[config.mk]
export PLATFORM = sky130hd
export DESIGN_NAME = cpu_pll_mult_div_search_unit
export DESIGN_NICKNAME = d
export VERILOG_FILES = /design/src/design/pllsrch_pkg.sv /design/src/design/pllsrch_div.sv /design/src/design/pllsrch_mul.sv /design/src/design/cpu_pll_mult_div_search_unit.sv
export SDC_FILE = /design/constraint.sdc
export NUM_CORES = 1
export LEC_CHECK = 0
export CORE_MARGIN = 4
export CORE_UTILIZATION = 27
export DETAILED_ROUTE_END_ITERATION = 10
export DONT_BUFFER_PORTS = 1
export HOLD_SLACK_MARGIN = 0.08
export PLACE_DENSITY_LB_ADDON = 0.15
export RECOVER_POWER = 50
export SLEW_MARGIN = 20
export SYNTH_ARGS = -nofsm -noshare
export SYNTH_HDL_FRONTEND = slang
export SYNTH_SLANG_ARGS = --single-unit
[constraint.sdc]
create_clock -name clk -period 8.2 [get_ports clk]
set_input_delay 0.41 -clock clk [delete_from_list [all_inputs] [get_ports clk]]
set_output_delay 0.41 -clock clk [all_outputs]
set_load 0.005 [all_outputs]
[src/design/pllsrch_pkg.sv]
// Shared constants, status codes and divider handshake types for the
// PLL search unit. No dependencies.
package pllsrch_pkg;

  localparam int unsigned POST_DIV_MAX = 8;
  localparam int unsigned D_W          = $clog2(POST_DIV_MAX + 2);

  localparam int unsigned REF_W  = 26;
  localparam int unsigned TK_W   = 22;
  localparam int unsigned RK_W   = 17;
  localparam int unsigned MULT_W = 7;
  localparam int unsigned PDIV_W = 4;
  localparam int unsigned ST_W   = 2;
  localparam int unsigned WORD_W = 32;

  localparam logic [ST_W-1:0] ST_OK    = 2'd0;
  localparam logic [ST_W-1:0] ST_RANGE = 2'd1;
  localparam logic [ST_W-1:0] ST_NONE  = 2'd2;

  localparam logic [WORD_W-1:0] MULT_MAX    = 32'd108;
  localparam logic [MULT_W-1:0] MULT_FLOOR  = 7'd55;
  localparam logic [WORD_W-1:0] VCO_MIN_2X  = 32'd1296000;  // 2 * 648000
  localparam logic [RK_W-1:0]   KHZ_DIVISOR = 17'd1000;

  typedef struct packed {
    logic              start;
    logic [WORD_W-1:0] dividend;
    logic [RK_W-1:0]   divisor;
  } div_req_t;

  typedef struct packed {
    logic              done;
    logic [WORD_W-1:0] quot;
  } div_rsp_t;

endpackage

[src/design/pllsrch_div.sv]
// Shared restoring divider, one quotient bit per cycle.
// Depends on pllsrch_pkg.
module pllsrch_div (
  input  logic                  clk,
  input  logic                  rst_n,
  input  pllsrch_pkg::div_req_t req,
  output pllsrch_pkg::div_rsp_t rsp
);

  logic [pllsrch_pkg::WORD_W-1:0] q_r, q_nxt;
  logic [pllsrch_pkg::RK_W-1:0]   rem_r, rem_nxt;
  logic [pllsrch_pkg::RK_W-1:0]   dvs_r;
  logic [4:0]                     cnt_r;
  logic                           run_r;
  logic                           done_r;
  logic [pllsrch_pkg::RK_W:0]     rem_sh;
  logic                           ge;

  always_comb begin
    rem_sh  = {rem_r, q_r[pllsrch_pkg::WORD_W-1]};
    ge      = (rem_sh >= {1'b0, dvs_r});
    rem_nxt = ge ? pllsrch_pkg::RK_W'(rem_sh - {1'b0, dvs_r})
                 : pllsrch_pkg::RK_W'(rem_sh);
    q_nxt   = {q_r[pllsrch_pkg::WORD_W-2:0], ge};
  end

  always_ff @(posedge clk) begin
    if (!rst_n) begin
      run_r  <= 1'b0;
      done_r <= 1'b0;
      cnt_r  <= '0;
    end else begin
      done_r <= 1'b0;
      if (req.start) begin
        run_r <= 1'b1;
        cnt_r <= '0;
      end else if (run_r) begin
        cnt_r <= cnt_r + 5'd1;
        if (cnt_r == 5'd31) begin
          run_r  <= 1'b0;
          done_r <= 1'b1;
        end
      end
    end
  end

  always_ff @(posedge clk) begin
    if (req.start) begin
      q_r   <= req.dividend;
      rem_r <= '0;
      dvs_r <= req.divisor;
    end else if (run_r) begin
      q_r   <= q_nxt;
      rem_r <= rem_nxt;
    end
  end

  assign rsp.done = done_r;
  assign rsp.quot = q_r;

endmodule

[src/design/pllsrch_mul.sv]
// Shared registered multiplier, 26 x 7 bits, product kept modulo 2^32.
// Depends on pllsrch_pkg.
module pllsrch_mul (
  input  logic                             clk,
  input  logic                             en,
  input  logic [pllsrch_pkg::REF_W-1:0]    a,
  input  logic [pllsrch_pkg::MULT_W-1:0]   b,
  output logic [pllsrch_pkg::WORD_W-1:0]   prod_r
);

  logic [pllsrch_pkg::REF_W+pllsrch_pkg::MULT_W-1:0] full;

  assign full = a * b;

  always_ff @(posedge clk) begin
    if (en) begin
      prod_r <= full[pllsrch_pkg::WORD_W-1:0];
    end
  end

endmodule

[src/design/cpu_pll_mult_div_search_unit.sv]
// PLL multiplier / post-divider search, top level.
// Depends on pllsrch_pkg, pllsrch_div and pllsrch_mul.
//
// Command channel: pulse start with in_target_khz while busy is low; the word
//   is taken at that edge and busy stays high until the result word.
// Result channel: out_strobe is high for exactly one cycle with status,
//   multiplier, post divider, actual frequency and error on the out_ ports.
//   The receiver cannot stall; capture the word in that cycle. busy drops
//   with the strobe, so the next command may be issued in the strobe cycle.
// Configuration: cfg_we with cfg_wdata loads the reference in Hz; write it
//   only while busy is low.
// Sequence: one command at a time, paced by the shared restoring divider.
//   The unit first scales the reference to kHz and checks the range; each
//   skipped post divider costs a multiply and a check, each tried one a
//   multiplier quotient, a frequency quotient and a scoring step, plus one
//   more multiply and frequency quotient when the multiplier backs off. The
//   strobe follows the range check for an out-of-range target and comes
//   after the eighth divider at the latest for a full search of eight dividers.
// Reset: synchronous, active low; clears the sequencer, busy and the strobe
//   and loads the reference with 24 MHz.
module cpu_pll_mult_div_search_unit (
  input  logic                                clk,
  input  logic                                rst_n,
  input  logic                                start,
  output logic                                busy,
  input  logic [pllsrch_pkg::TK_W-1:0]        in_target_khz,
  input  logic                                cfg_we,
  input  logic [pllsrch_pkg::REF_W-1:0]       cfg_wdata,
  output logic                                out_strobe,
  output logic [pllsrch_pkg::ST_W-1:0]        out_status,
  output logic [pllsrch_pkg::MULT_W-1:0]      out_pll_mult,
  output logic [pllsrch_pkg::PDIV_W-1:0]      out_post_div,
  output logic [pllsrch_pkg::WORD_W-1:0]      out_actual_hz,
  output logic [pllsrch_pkg::WORD_W-1:0]      out_error_hz
);

  // Sequencer codes
  localparam logic [3:0] S_IDLE   = 4'd0;
  localparam logic [3:0] S_REFDIV = 4'd1;
  localparam logic [3:0] S_RANGE  = 4'd2;
  localparam logic [3:0] S_MUL1   = 4'd3;
  localparam logic [3:0] S_MCHK   = 4'd4;
  localparam logic [3:0] S_DIVM   = 4'd5;
  localparam logic [3:0] S_MUL2   = 4'd6;
  localparam logic [3:0] S_FSTART = 4'd7;
  localparam logic [3:0] S_DIVF   = 4'd8;
  localparam logic [3:0] S_EVAL   = 4'd9;
  localparam logic [3:0] S_END    = 4'd10;

  logic [3:0]                        state_r;
  logic [pllsrch_pkg::REF_W-1:0]     ref_r;
  logic [pllsrch_pkg::TK_W-1:0]      tk_r;
  logic [pllsrch_pkg::WORD_W-1:0]    thz_r;
  logic [pllsrch_pkg::RK_W-1:0]      rk_r;
  logic [pllsrch_pkg::D_W-1:0]       d_r;
  logic [pllsrch_pkg::MULT_W-1:0]    m_r;
  logic                              dec_r;
  logic [pllsrch_pkg::WORD_W-1:0]    f_r;
  logic                              found_r;
  logic [pllsrch_pkg::MULT_W-1:0]    best_m_r;
  logic [pllsrch_pkg::D_W-1:0]       best_d_r;
  logic [pllsrch_pkg::WORD_W-1:0]    best_f_r;
  logic [pllsrch_pkg::WORD_W-1:0]    min_err_r;
  logic                              busy_r;
  logic                              strobe_r;
  logic [pllsrch_pkg::ST_W-1:0]      status_r;
  logic [pllsrch_pkg::MULT_W-1:0]    mult_out_r;
  logic [pllsrch_pkg::PDIV_W-1:0]    pdiv_out_r;
  logic [pllsrch_pkg::WORD_W-1:0]    act_out_r;
  logic [pllsrch_pkg::WORD_W-1:0]    err_out_r;

  pllsrch_pkg::div_req_t             div_req;
  pllsrch_pkg::div_rsp_t             div_rsp;
  logic                              mul_en;
  logic [pllsrch_pkg::REF_W-1:0]     mul_a;
  logic [pllsrch_pkg::MULT_W-1:0]    mul_b;
  logic [pllsrch_pkg::WORD_W-1:0]    prod_r;

  logic [23:0]                       rk_x108;
  logic [22:0]                       rk_x54;
  logic [22:0]                       hi_lim;
  logic [18:0]                       lo_lim;
  logic [pllsrch_pkg::WORD_W-1:0]    err_cur;
  logic                              accept;

  assign accept = start && !busy_r;

  // Range limits: rk*108/2 and rk*54/16
  assign rk_x108 = 24'(rk_r) * 24'd108;
  assign rk_x54  = 23'(rk_r) * 23'd54;
  assign hi_lim  = rk_x108[23:1];
  assign lo_lim  = rk_x54[22:4];

  assign err_cur = thz_r - f_r;

  // Shared multiplier: 2*target*d for the multiplier estimate, ref*m for
  // the output frequency.
  always_comb begin
    mul_en = (state_r == S_MUL1) || (state_r == S_MUL2);
    if (state_r == S_MUL1) begin
      mul_a = pllsrch_pkg::REF_W'({tk_r, 1'b0});
      mul_b = pllsrch_pkg::MULT_W'(d_r);
    end else begin
      mul_a = ref_r;
      mul_b = m_r;
    end
  end

  pllsrch_mul u_mul (
    .clk    (clk),
    .en     (mul_en),
    .a      (mul_a),
    .b      (mul_b),
    .prod_r (prod_r)
  );

  // Divider requests: reference to kHz, estimate / rk, product / (2*d)
  always_comb begin
    div_req.start    = 1'b0;
    div_req.dividend = prod_r;
    div_req.divisor  = rk_r;
    if (state_r == S_IDLE) begin
      div_req.start    = accept;
      div_req.dividend = pllsrch_pkg::WORD_W'(ref_r);
      div_req.divisor  = pllsrch_pkg::KHZ_DIVISOR;
    end else if (state_r == S_MCHK) begin
      div_req.start = (prod_r >= pllsrch_pkg::VCO_MIN_2X);
    end else if (state_r == S_FSTART) begin
      div_req.start   = 1'b1;
      div_req.divisor = pllsrch_pkg::RK_W'({d_r, 1'b0});
    end
  end

  pllsrch_div u_div (
    .clk   (clk),
    .rst_n (rst_n),
    .req   (div_req),
    .rsp   (div_rsp)
  );

  // Reference register
  always_ff @(posedge clk) begin
    if (!rst_n) begin
      ref_r <= pllsrch_pkg::REF_W'(24000000);
    end else if (cfg_we) begin
      ref_r <= cfg_wdata;
    end
  end

  // Sequencer
  always_ff @(posedge clk) begin
    if (!rst_n) begin
      state_r  <= S_IDLE;
      busy_r   <= 1'b0;
      strobe_r <= 1'b0;
    end else begin
      strobe_r <= 1'b0;
      unique case (state_r)
        S_IDLE: begin
          if (accept) begin
            busy_r  <= 1'b1;
            state_r <= S_REFDIV;
          end
        end
        S_REFDIV: begin
          if (div_rsp.done) begin
            state_r <= S_RANGE;
          end
        end
        S_RANGE: begin
          if (rk_r == '0 || 23'(tk_r) > hi_lim || tk_r < pllsrch_pkg::TK_W'(lo_lim)) begin
            strobe_r <= 1'b1;
            busy_r   <= 1'b0;
            state_r  <= S_IDLE;
          end else begin
            state_r <= S_MUL1;
          end
        end
        S_MUL1: begin
          state_r <= (d_r > pllsrch_pkg::D_W'(pllsrch_pkg::POST_DIV_MAX)) ? S_END : S_MCHK;
        end
        S_MCHK: begin
          // skip dividers below ceil(648000/target)
          state_r <= (prod_r >= pllsrch_pkg::VCO_MIN_2X) ? S_DIVM : S_MUL1;
        end
        S_DIVM: begin
          if (div_rsp.done) begin
            state_r <= (div_rsp.quot > pllsrch_pkg::MULT_MAX) ? S_END : S_MUL2;
          end
        end
        S_MUL2: begin
          state_r <= S_FSTART;
        end
        S_FSTART: begin
          state_r <= S_DIVF;
        end
        S_DIVF: begin
          if (div_rsp.done) begin
            if (!dec_r && div_rsp.quot > thz_r) begin
              if (m_r < pllsrch_pkg::MULT_FLOOR) begin
                strobe_r <= 1'b1;
                busy_r   <= 1'b0;
                state_r  <= S_IDLE;
              end else begin
                state_r <= S_MUL2;
              end
            end else begin
              state_r <= S_EVAL;
            end
          end
        end
        S_EVAL: begin
          state_r <= (err_cur < min_err_r && err_cur == '0) ? S_END : S_MUL1;
        end
        S_END: begin
          strobe_r <= 1'b1;
          busy_r   <= 1'b0;
          state_r  <= S_IDLE;
        end
        default: begin
          state_r <= S_IDLE;
          busy_r  <= 1'b0;
        end
      endcase
    end
  end

  // Datapath registers
  always_ff @(posedge clk) begin
    unique case (state_r)
      S_IDLE: begin
        if (accept) begin
          tk_r  <= in_target_khz;
          thz_r <= pllsrch_pkg::WORD_W'(in_target_khz) * 32'd1000;
        end
      end
      S_REFDIV: begin
        if (div_rsp.done) begin
          rk_r <= div_rsp.quot[pllsrch_pkg::RK_W-1:0];
        end
      end
      S_RANGE: begin
        status_r   <= pllsrch_pkg::ST_RANGE;
        mult_out_r <= '0;
        pdiv_out_r <= '0;
        act_out_r  <= '0;
        err_out_r  <= '0;
        d_r        <= pllsrch_pkg::D_W'(1);
        found_r    <= 1'b0;
        min_err_r  <= '1;
      end
      S_MCHK: begin
        if (prod_r < pllsrch_pkg::VCO_MIN_2X) begin
          d_r <= d_r + pllsrch_pkg::D_W'(1);
        end
      end
      S_DIVM: begin
        if (div_rsp.done) begin
          m_r   <= div_rsp.quot[pllsrch_pkg::MULT_W-1:0];
          dec_r <= 1'b0;
        end
      end
      S_DIVF: begin
        if (div_rsp.done) begin
          f_r <= div_rsp.quot;
          if (!dec_r && div_rsp.quot > thz_r) begin
            if (m_r < pllsrch_pkg::MULT_FLOOR) begin
              status_r   <= pllsrch_pkg::ST_NONE;
              mult_out_r <= '0;
              pdiv_out_r <= '0;
              act_out_r  <= '0;
              err_out_r  <= '0;
            end else begin
              // back the multiplier off by one and recompute
              m_r   <= m_r - pllsrch_pkg::MULT_W'(1);
              dec_r <= 1'b1;
            end
          end
        end
      end
      S_EVAL: begin
        if (err_cur < min_err_r) begin
          best_m_r  <= m_r;
          best_d_r  <= d_r;
          best_f_r  <= f_r;
          min_err_r <= err_cur;
          found_r   <= 1'b1;
        end
        d_r <= d_r + pllsrch_pkg::D_W'(1);
      end
      S_END: begin
        if (found_r) begin
          status_r   <= pllsrch_pkg::ST_OK;
          mult_out_r <= best_m_r;
          pdiv_out_r <= best_d_r[pllsrch_pkg::PDIV_W-1:0];
          act_out_r  <= best_f_r;
          err_out_r  <= min_err_r;
        end else begin
          status_r   <= pllsrch_pkg::ST_NONE;
          mult_out_r <= '0;
          pdiv_out_r <= '0;
          act_out_r  <= '0;
          err_out_r  <= '0;
        end
      end
      default: begin
      end
    endcase
  end

  assign busy          = busy_r;
  assign out_strobe    = strobe_r;
  assign out_status    = status_r;
  assign out_pll_mult  = mult_out_r;
  assign out_post_div  = pdiv_out_r;
  assign out_actual_hz = act_out_r;
  assign out_error_hz  = err_out_r;

endmodule

==> metrics.txt, run 1 <==
Synth Warn #=0; adder-cell share of the synthesized area=0.273; R2R depth=25; final setup fails=0; Post-DP HPWL=72,900 um; startpoint types=register; Worst-Skew Late Latency=670 ps; initial antenna violation count=4; Cell Rows=123; NumNets Final=3,687; Slew Viols, Final=174; first-pass GRT wire length=142,000 um; GRT Util Overall=0.154; Area growth, synth to finish=14.6%; Synth Area in Simple Gates=0.151; wirelength, routed=92,300 um; Die H=345 um; RSZ-0062 raised after global routing=no; #FFs+latches synth=400; Post-route DRC=0; Max clock buf depth=3; CTS Sinks=400; Initial Util=0.272; post-layout util=0.312; failing checks=capacitance limit, slew limit; Worst Setup End Kind=register; slowest cell delay on critical path=550 ps; Worst Max-Slew Pin Slew=2150 ps; area of the die=119,000 sq um; Pre-antenna DRT Iters=5; power per standard cell area=368 nW/um^2; r2r setup slk=590 ps; Compound-Gate Fraction of Synth Area=0.103; placed instance area=32,600 sq um; CP Class=register to register; RR Endpoint=u_mul.prod_r[30]; Max IR drop VDD=0.179 mV; Hold Vio Cnt, Final=0; Routed wire per std cell=19.9 um; DR iter-0 viols=1,396; min-delay worst type=input pin to register; R2R Path Start=state_r[0]; Crit path top cell by count=fa_1; Detail Route Antenna Nets=0; Worst EP required=8600 ps; asr flop ratio synth=0; n_diodes=0; worst hold endpoint=thz_r[6]; XOR/XNOR share of the synthesized area=0.0333; status=finished with violations; main combinational cell family by area after synthesis=adder cells; GRT overflow=0; area of the mapped netlist=30,700 sq um; Gate Count Post-Synth=3,012; die width=345 um; H-tree depth=2; fin crit share=0.927; core area=113,000 sq um; Crit-path slowest cell=fa_1; Post-synth EDFFs=344; largest net degree at the start of global routing=78; sequential share of the synthesized area=0.373; Vias/cell=4.64; CTS tree=done; syn_nets=3,600; critical path fanouts, max=18; CTS buffer count=52; hold path start=in_target_khz[3]; leakage=15.0 nW; Max-cap violations=5; GPL Wtd Cong=0.817; post-CTS resize count=0; I/O pins=131; clock slew at reported path FFs=60 ps; total vias in the final route=21.5k; proportion of synthesized area in mux cells=0.0111; clk_skew=65.9 ps; vias in the first global route=22.0k; most common flop cell mapped by yosys=edfxtp_1; syn avg cell area=10.2 sq um; Slew HR=-0.433; WHS Path Cells=2; Max Freq=0.131 GHz; Data arrival, critical path=8000 ps; total negative slack=0 ps; I/O Buffers=0; Cell variety after synth=76; min cycle time layout=7610 ps; fraction of layout cells with a size suffix above 1=0.0446; Clock Root Buffer=clkbuf_16; Final Instance Area=35,200 sq um
==> how the worst max path moves through the flow <==
stage	startpoint	to	slack (ps)	cells after the start
after floorplan	u_div.q_r[4]	out_actual_hz[0]	570	12
after global placement	state_r[0]	u_mul.prod_r[30]	750	25
after detailed placement	state_r[1]	u_mul.prod_r[30]	700	25
after CTS	state_r[0]	u_mul.prod_r[30]	650	25
after global routing	state_r[0]	u_mul.prod_r[30]	150	25
final	state_r[0]	u_mul.prod_r[30]	590	25
==> per-stage QoR <==
stage	cells	hold WS, ps	power [mW]	worst slack [ps]
after floorplan	3012	424	8.53	574
after global placement	4461	436	10.6	752
after detailed placement	4461	437	10.6	704
after CTS	4642	128	13.2	648
after global routing	4642	168	14.2	148
final	4642	229	13.0	595
==> Yosys cell counts (6+ instances only) <==
| cell | number | area share |
|---|---|---|
| a211oi_1 | 24 | 0.0059 |
| a21o_1 | 48 | 0.012 |
| a21oi_1 | 137 | 0.022 |
| a31oi_1 | 43 | 0.0088 |
| and2_1 | 62 | 0.013 |
| and3_1 | 26 | 0.0053 |
| and4_1 | 6 | 0.0017 |
| clkbuf_1 | 93 | 0.011 |
| dfxtp_1 | 56 | 0.036 |
| edfxtp_1 | 344 | 0.34 |
| fa_1 | 222 | 0.14 |
| ha_1 | 314 | 0.13 |
| inv_1 | 367 | 0.045 |
| mux2i_1 | 34 | 0.011 |
| nand2_1 | 384 | 0.047 |
| nand2b_1 | 34 | 0.0069 |
| nand3_1 | 39 | 0.0064 |
| nand4_1 | 35 | 0.0071 |
| nor2_1 | 164 | 0.020 |
| nor2b_1 | 64 | 0.013 |
| nor3_1 | 82 | 0.013 |
| nor4_1 | 16 | 0.0033 |
| o211ai_1 | 16 | 0.0039 |
| o21a_1 | 24 | 0.0059 |
| o21ai_0 | 106 | 0.017 |
| o21bai_1 | 13 | 0.0032 |
| o31a_1 | 8 | 0.0023 |
| o31ai_1 | 11 | 0.0027 |
| or2_2 | 13 | 0.0026 |
| or3_1 | 10 | 0.0020 |
| or4_1 | 10 | 0.0024 |
| xnor2_1 | 72 | 0.021 |
| xor2_1 | 45 | 0.013 |
==> sequential cells by signal (all words and copies together), names as in the netlist, 5 cells and up <==
register,flops
best_f_r,32
f_r,32
min_err_r,32
out_actual_hz,32
out_error_hz,32
u_div.q_r,32
u_mul.prod_r,32
thz_r,27
ref_r,26
tk_r,22
rk_r,17
u_div.dvs_r,17
u_div.rem_r,17
best_m_r,7
m_r,7
out_pll_mult,7
u_div.cnt_r,5
==> report_power, final <==
part           total [mW]  leakage [nW]  internal (mW)  switching, mW
registers            3.63          3.53           3.07          0.561
logic                6.89          10.6           2.77           4.12
clock network        2.45         0.891           1.46          0.993
total                13.0          15.0           7.30           5.68
==> worst max-delay path: cells and delay by family, from the launching register on <==
kind / cells / cell delay (ps)
AO/OA/AOI/OAI: 8 / 2060
XOR/XNOR: 1 / 90
adder cells (fa/ha/maj): 5 / 2240
buffers and inverters: 3 / 340
flip-flops: 1 / 320
AND/OR/NAND/NOR: 8 / 2310
==> cells by family after synthesis <==
kind of cell,after synthesis
and+or+nand+nor,969
adders and majority gates,537
AOI/OAI and AO/OA,491
buffers and inverters,464
DFF,400
xor gates and xnor gates,117
muxes,34
==> area by class of cell <==
cell class                      instances  area [sq um]
Fill cell                           11600         77600
Inverter                              367          1380
Clock inverter                         35           432
Tap cell                             1500          1880
Multi-Input combinational cell       2148         17600
Clock buffer                           62          1410
Sequential cell                       400         11500
Timing Repair Buffer                  130          1110
==> layout by cell type (no fill, tap or decap), drive strengths merged, types with 6 or more instances in the layout <==
master | netlist | routed
and3 | 26 | 26
o31a | 9 | 9
xnor2 | 72 | 72
inv | 367 | 369
a21o | 48 | 48
a211oi | 25 | 25
and4 | 6 | 6
a21oi | 137 | 137
and2 | 62 | 62
nand4 | 35 | 35
o21a | 24 | 24
or2 | 13 | 13
o211ai | 16 | 16
or3 | 10 | 10
nor4 | 17 | 17
nand2b | 34 | 34
nor2b | 64 | 64
mux2i | 34 | 34
dfxtp | 56 | 56
edfxtp | 344 | 344
bufinv | 0 | 7
a31oi | 43 | 43
dlygate4sd3 | 0 | 83
clkbuf | 93 | 85
nand3 | 39 | 39
nor3 | 84 | 84
buf | 4 | 24
o31ai | 11 | 11
fa | 222 | 222
clkinv | 0 | 23
ha | 314 | 314
or4 | 10 | 10
nor2 | 164 | 164
xor2 | 45 | 45
nand2 | 384 | 384
o21ai | 108 | 108
o21bai | 13 | 13
==> layer usage <==
layer,global-route usage,wire [um]
met1,0.216,43800
met2,0.248,42600
met3,0.0209,3270
met4,0.0447,2620
met5,0,0
==> timing repair <==
item / 4_1_cts / 5_1_grt
hold buffers: 84 / 0
hold endpoints to repair: 61 / 0
buffers inserted: 0 / 0
(Power assumes the default switching activity.)
==> inputs of run 2 (changes only) <==
PLACE_DENSITY = 0.5   (was unset)
PLACE_DENSITY_LB_ADDON = unset   (was 0.15)
SLEW_MARGIN = unset   (was 20)
==> run 2 against run 1 <==
Against the previous run: the run still ends with capacitance limit, slew limit left; register-to-register slack better by 170 ps; die area stayed put; maximum frequency is 2.3% higher; total power shrank 3.3%; critical path type unchanged; largest power group unchanged.
==> metrics.txt, run 2 (same netlist as run 1, synthesis figures left out) <==
Worst EP required=8570 ps (was 8600 ps); Hold Vio Cnt, Final=0 (unchanged); CTS tree=done (unchanged); GR peak layer=met2 (unchanged); Fillers=11.7k (was 11.6k); CTS Sinks=400 (unchanged); CTS buffer count=47 (was 52); r2r setup slk=770 ps (was 590 ps); power per standard cell area=359 nW/um^2 (was 368 nW/um^2); RSZ-0062 raised after global routing=no (unchanged); commonest non-fill, non-tap cells in the layout=nand2_1 (384), inv_1 (365), edfxtp_1 (344), ha_1 (314), fa_1 (222) (unchanged); GRT Util Overall=0.142 (was 0.154); Post-route DRC=0 (unchanged); GPL Wtd Cong=0.861 (was 0.817); vias in the first global route=21.6k (was 22.0k); min cycle time layout=7430 ps (was 7610 ps); DR iter-0 viols=1,598 (was 1,396); die width=345 um (unchanged); Max IR drop VDD=0.226 mV (was 0.179 mV); most common cell after layout, fill and taps aside=nand2_1 (unchanged); initial antenna violation count=0 (was 4); min-delay worst type=input pin to register (unchanged); leakage=14.9 nW (was 15.0 nW); met3 Use GR=0.0212 (was 0.0209); I/O pins=131 (unchanged); wirelength, routed=86,100 um (was 92,300 um); GRT overflow=0 (unchanged); hold_ws=147 ps (was 229 ps); Worst Setup End Kind=register (unchanged); H-tree depth=2 (unchanged); Initial Util=0.272 (unchanged); clock slew at reported path FFs=70 ps (was 60 ps); failing checks=capacitance limit, slew limit (unchanged); Post-DP HPWL=68,300 um (was 72,900 um); NumNets Final=3,678 (was 3,687); met1 GRT Util=0.192 (was 0.216); area of the die=119,000 sq um (unchanged); post-layout util=0.310 (was 0.312); core area=113,000 sq um (unchanged); startpoint types=register (unchanged); post-CTS setup buffer count=0 (unchanged); Slew Viols, Final=154 (was 174); Area growth, synth to finish=13.8% (was 14.6%); Slew HR=-0.998 (was -0.433); total negative slack=0 ps (unchanged); clk_skew=25.4 ps (was 65.9 ps); Max clock buf depth=3 (unchanged); status=finished with violations (unchanged); largest net degree at the start of global routing=61 (was 78); worst hold endpoint=ref_r[3] (was thz_r[6]); Worst-Skew Late Latency=620 ps (was 670 ps); Max-cap violations=4 (was 5); Detail Route Antenna Nets=0 (unchanged); critical path fanouts, max=20 (was 18); Pre-antenna DRT Iters=6 (was 5); Seq. cell area=11,500 sq um (unchanged); fraction of layout cells with a size suffix above 1=0.0438 (was 0.0446); Final Instance Area=35,000 sq um (was 35,200 sq um); Data arrival, critical path=7810 ps (was 8000 ps); Worst Max-Slew Pin Slew=3000 ps (was 2150 ps); RR Endpoint=u_mul.prod_r[30] (unchanged); WHS Path Cells=2 (unchanged); CP Class=register to register (unchanged); placed instance area=32,600 sq um (about the same); Cell Rows=123 (unchanged); fin crit share=0.907 (was 0.927); Max Freq=0.135 GHz (was 0.131 GHz); Clock Root Buffer=clkbuf_16 (unchanged); first-pass GRT wire length=132,000 um (was 142,000 um); Die H=345 um (unchanged); crit path launch=state_r[1] (was state_r[0]); M2 GR Usage=0.237 (was 0.248); Multi-input gate area=17,600 sq um (about the same); R2R depth=24 (was 25); Vias/cell=4.70 (was 4.64); Routed wire per std cell=18.6 um (was 19.9 um); final setup fails=0 (unchanged); R2R Path Start=state_r[1] (was state_r[0]); total vias in the final route=21.8k (was 21.5k); I/O Buffers=0 (unchanged); hold path start=rst_n (was in_target_khz[3])
==> run 2: changes by cell type in the layout (fill, tap and decap cells not counted), sizes merged <==
cell | before | now
buf | 24 | 27
bufinv | 7 | 6
clkbuf | 85 | 72
clkinv | 23 | 18
clkinvlp | 3 | 5
diode | 0 | 2
dlygate4sd3 | 83 | 82
inv | 369 | 370
==> run 2: routing by layer <==
layer | vias to the layer above | share of wire
met2 | 465 | 0.47
met3 | 109 | 0.042
met4 | 0 | 0.028
met1 | 10600 | 0.46
met5 | - | 0
li1 | 10500 | -
==> run 2: final cells by class <==
type,count,area share
inverter,367,0.0394
clock inverter,32,0.0103
clock buffer,55,0.0351
multi-input combinational,2148,0.503
sequential,400,0.327
antenna,2,0.000143
tap,1500,0.0537
timing repair buffer,126,0.0315
==> run 2: power breakdown <==
group / internal [mW] / switching [mW] / leakage (nW)
sequential: 3.07 / 0.525 / 3.53
clock: 1.27 / 0.908 / 0.772
combinational: 2.78 / 3.99 / 10.6
==> run 2: critical path: stages, from the launching register on <==
cell      delay [ps]
dfxtp_1          320
nor2b_1          360
and2_1           340
buf_4            300
a21o_1           300
buf_4            270
nand2_1           90
fa_1             490
inv_1             50
fa_1             460
fa_1             520
fa_1             490
ha_1             330
o21a_1           130
o21ai_0          290
nor2_1            90
a211oi_1         450
a21oi_1          210
and4_1           280
nor3_1           320
o31ai_1          150
or4_1            440
a31o_2           250
a21oi_1          170
xnor2_1           80
==> run 2: repair_timing <==
action / in CTS / in global routing
resized for setup: 0 / 0
endpoints found under the hold margin: 61 / 0
setup endpoints to repair: 0 / 0
hold buffers: 83 / 0
==> run 2: worst max-delay path by stage <==
| stage | to | slack, ps | cells past startpoint |
|---|---|---|---|
| after floorplan | out_actual_hz[0] | 570 | 12 |
| after global placement | u_mul.prod_r[30] | 980 | 24 |
| after detailed placement | u_mul.prod_r[30] | 900 | 24 |
| after CTS | u_mul.prod_r[30] | 860 | 24 |
| after global routing | u_mul.prod_r[30] | 310 | 24 |
| final | u_mul.prod_r[30] | 770 | 24 |
==> run 2: through the flow <==
stage | setup slack [ps] | instances | total power [mW]
3_3_place_gp | 982 | 4458 | 10.4
6_report | 766 | 4630 | 12.5
5_1_grt | 311 | 4628 | 13.6
4_1_cts | 863 | 4628 | 12.7
2_1_floorplan | 574 | 3012 | 8.53
3_5_place_dp | 897 | 4458 | 10.4
==> inputs of run 3 (changes only) <==
ABC_AREA = 1   (was unset)
PLACE_DENSITY = 0.48   (was 0.5)
clock period = 7.4 ns   (was 8.2 ns; I/O delays follow)
==> run 3 against run 2 <==
Against the previous run: the run still ends with capacitance limit, slew limit left; non-clock buffer count decreased by 48; clock-buffer cell count increased by 3; utilization decreased by 0.41 points; largest power group unchanged.
==> metrics.txt, run 3 <==
Crit-path slowest cell=fa_1 (unchanged); GRT Util Overall=0.155 (was 0.142); Post-synth EDFFs=344 (unchanged); DR iter-0 viols=1,468 (was 1,598); Stages on worst setup path=24 (unchanged); crit path buf inv count=5 (was 3); clk_skew=27.4 ps (was 25.4 ps); final setup fails=0 (unchanged); Max-cap violations=6 (was 4); NumNets Final=4,210 (was 3,678); GPL Wtd Cong=0.918 (was 0.861); die width=350 um (was 345 um); Routed wire per std cell=18.3 um (was 18.6 um); hold_ws=155 ps (was 147 ps); startpoint types=register (unchanged); n_diodes=0 (was 2); fin crit share=0.833 (was 0.907); Max IR drop VDD=0.220 mV (was 0.226 mV); Worst EP required=7750 ps (was 8570 ps); Area growth, synth to finish=12.4% (was 13.8%); CTS tree=done (unchanged); wirelength, routed=94,700 um (was 86,100 um); post-CTS setup buffer count=0 (unchanged); failing checks=capacitance limit, slew limit (unchanged); slowest cell delay on critical path=550 ps (was 520 ps); I/O Buffers=0 (unchanged); R2R depth=24 (unchanged); GR peak layer=met2 (unchanged); Max clock buf depth=3 (unchanged); CP cell instances=nor2_1, inv_1, nor2_4, buf_4, nor2_1, a21oi_1, nor2_1, fa_1, inv_1, fa_1, fa_1, inv_1, fa_1, ha_1, nand2_1, nand2_1, a21oi_2, o21ai_1, a21oi_2, inv_1, a31oi_1, o21ai_1, a21oi_1, xnor2_1 (was nor2b_1, and2_1, buf_4, a21o_1, buf_4, nand2_1, fa_1, inv_1, fa_1, fa_1, fa_1, ha_1, o21a_1, o21ai_0, nor2_1, a211oi_1, a21oi_1, and4_1, nor3_1, o31ai_1, or4_1, a31o_2, a21oi_1, xnor2_1); Place WS=1300 ps (was 897 ps); fraction of layout cells with a size suffix above 1=0.0415 (was 0.0438); critical path fanouts, max=48 (was 20); Post-DP HPWL=77,300 um (was 68,300 um); most common flop cell mapped by yosys=edfxtp_1 (unchanged); Pre-antenna DRT Iters=6 (unchanged); #FFs+latches synth=400 (unchanged); met1 GRT Util=0.214 (was 0.192); Data arrival, critical path=6510 ps (was 7810 ps); sequential share of the synthesized area=0.362 (was 0.373); Worst Slack Setup Final=1240 ps (was 766 ps); Hold Vio Cnt, Final=0 (unchanged); leakage=16.4 nW (was 14.9 nW); Cell variety after synth=56 (was 76); Max Freq=0.162 GHz (was 0.135 GHz); asr flop ratio synth=0 (unchanged); H-tree depth=2 (unchanged); met3 Use GR=0.0224 (was 0.0212); CP Class=register to register (unchanged); largest net degree at the start of global routing=67 (was 61); total negative slack=0 ps (unchanged); total vias in the final route=23.3k (was 21.8k); family with the most delay on the worst path=adder cells (unchanged); top-count cell post-synth=nand2_1 (unchanged); Worst-Skew Late Latency=630 ps (was 620 ps); Yosys top cell area share=0.327 (was 0.336); vias in the first global route=23.5k (was 21.6k); syn avg cell area=8.90 sq um (was 10.2 sq um); post-layout util=0.306 (was 0.310); Gate Count Post-Synth=3,551 (was 3,012); Fillers=12.2k (was 11.7k); top cells by area, synth=edfxtp_1 (33%), fa_1 (14%), ha_1 (12%) (was edfxtp_1 (34%), fa_1 (14%), ha_1 (13%)); CTS buffer count=49 (was 47); Die H=350 um (was 345 um); area of the mapped netlist=31,600 sq um (was 30,700 sq um); Clock Root Buffer=clkbuf_16 (unchanged); Slew HR=-0.921 (was -0.998); first-pass GRT wire length=146,000 um (was 132,000 um); Detail Route Antenna Nets=0 (unchanged); most common cell after layout, fill and taps aside=nand2_1 (unchanged); Synth Warn #=0 (unchanged); min cycle time layout=6160 ps (was 7430 ps); WHS Path Cells=2 (unchanged); RSZ-0062 raised after global routing=no (unchanged); Worst Max-Slew Pin Slew=2880 ps (was 3000 ps); Vias/cell=4.50 (was 4.70); M2 GR Usage=0.258 (was 0.237); status=finished with violations (unchanged); area leader, netlist=edfxtp_1 (unchanged); clock slew at reported path FFs=60 ps (was 70 ps); commonest non-fill, non-tap cells in the layout=nand2_1 (759), inv_1 (657), edfxtp_1 (344), nor2_1 (315), ha_1 (314) (was nand2_1 (384), inv_1 (365), edfxtp_1 (344), ha_1 (314), fa_1 (222)); Initial Util=0.272 (about the same); syn_nets=4,139 (was 3,600); Post-synth top cells=nand2_1 (759), inv_1 (656), edfxtp_1 (344), nor2_1 (317), ha_1 (314) (was nand2_1 (384), inv_1 (367), edfxtp_1 (344), ha_1 (314), fa_1 (222)); power per standard cell area=345 nW/um^2 (was 359 nW/um^2); I/O pins=131 (unchanged); Cell Rows=125 (was 123); min-delay worst type=input pin to register (unchanged); Worst Setup End Kind=register (unchanged); core area=116,000 sq um (was 113,000 sq um); GRT overflow=0 (unchanged); initial antenna violation count=0 (unchanged); area of the die=123,000 sq um (was 119,000 sq um); Post-route DRC=0 (unchanged); CTS Sinks=400 (unchanged); Slew Viols, Final=228 (was 154)
-- run 3: kinds of logic (layout without fill, tap and decap cells) --
family	count (synthesis)	after routing	synth area share
AND/OR/NAND/NOR	1312	1312	0.172
buffers and inverters	724	832	0.0871
adder cells (fa/ha/maj)	536	536	0.265
AO/OA/AOI/OAI	470	470	0.0835
flip-flops	400	400	0.362
XOR/XNOR	109	109	0.0302
-- run 3: repair_timing --
| item | CTS | global route |
|---|---|---|
| setup endpoints to repair | 0 | 0 |
| hold buffers | 50 | 0 |
| gates resized for setup | 0 | 0 |
| endpoints found under the hold margin | 56 | 0 |
-- run 3: final cells by class --
class | instances | area (sq um) | area share
clock buffer | 58 | 1260 | 0.0355
clock inverter | 30 | 305 | 0.00859
inverter | 666 | 2500 | 0.0703
multi-input combinational | 2427 | 17400 | 0.491
sequential | 400 | 11500 | 0.322
tap | 1524 | 1910 | 0.0537
timing repair buffer | 78 | 669 | 0.0188
-- run 3: routing by layer --
metal | routed length [um] | share of wire | up-vias
met3 | 4390 | 0.046 | 99
met1 | 44700 | 0.47 | 11100
met2 | 43600 | 0.46 | 484
met5 | 0 | 0 | -
li1 | - | - | 11600
met4 | 2070 | 0.022 | 0
-- run 3: final timing paths --
path / start / end / slack (ps)
setup / recovery: state_r[2] / u_mul.prod_r[24] / 1240
setup reg to reg: state_r[2] / u_mul.prod_r[24] / 1240
hold reg to reg: f_r[23] / best_f_r[23] / 450
hold / removal: in_target_khz[3] / thz_r[6] / 150
-- run 3: power breakdown --
part	internal [mW]	total (mW)	leakage, nW	switching (mW)
combinational	2.22	6.19	12.2	3.96
sequential	3.20	3.67	3.53	0.469
clock	1.36	2.39	0.739	1.03
total	6.79	12.2	16.4	5.46
-- run 3: through the flow --
step / cell area [sq um] / power, mW / cells
final: 35500 / 12.2 / 5183
after global placement: 33500 / 9.88 / 5045
after global routing: 35500 / 13.4 / 5183
after CTS: 35600 / 12.4 / 5183
after detailed placement: 33500 / 9.93 / 5045
after floorplan: 31600 / 8.04 / 3551
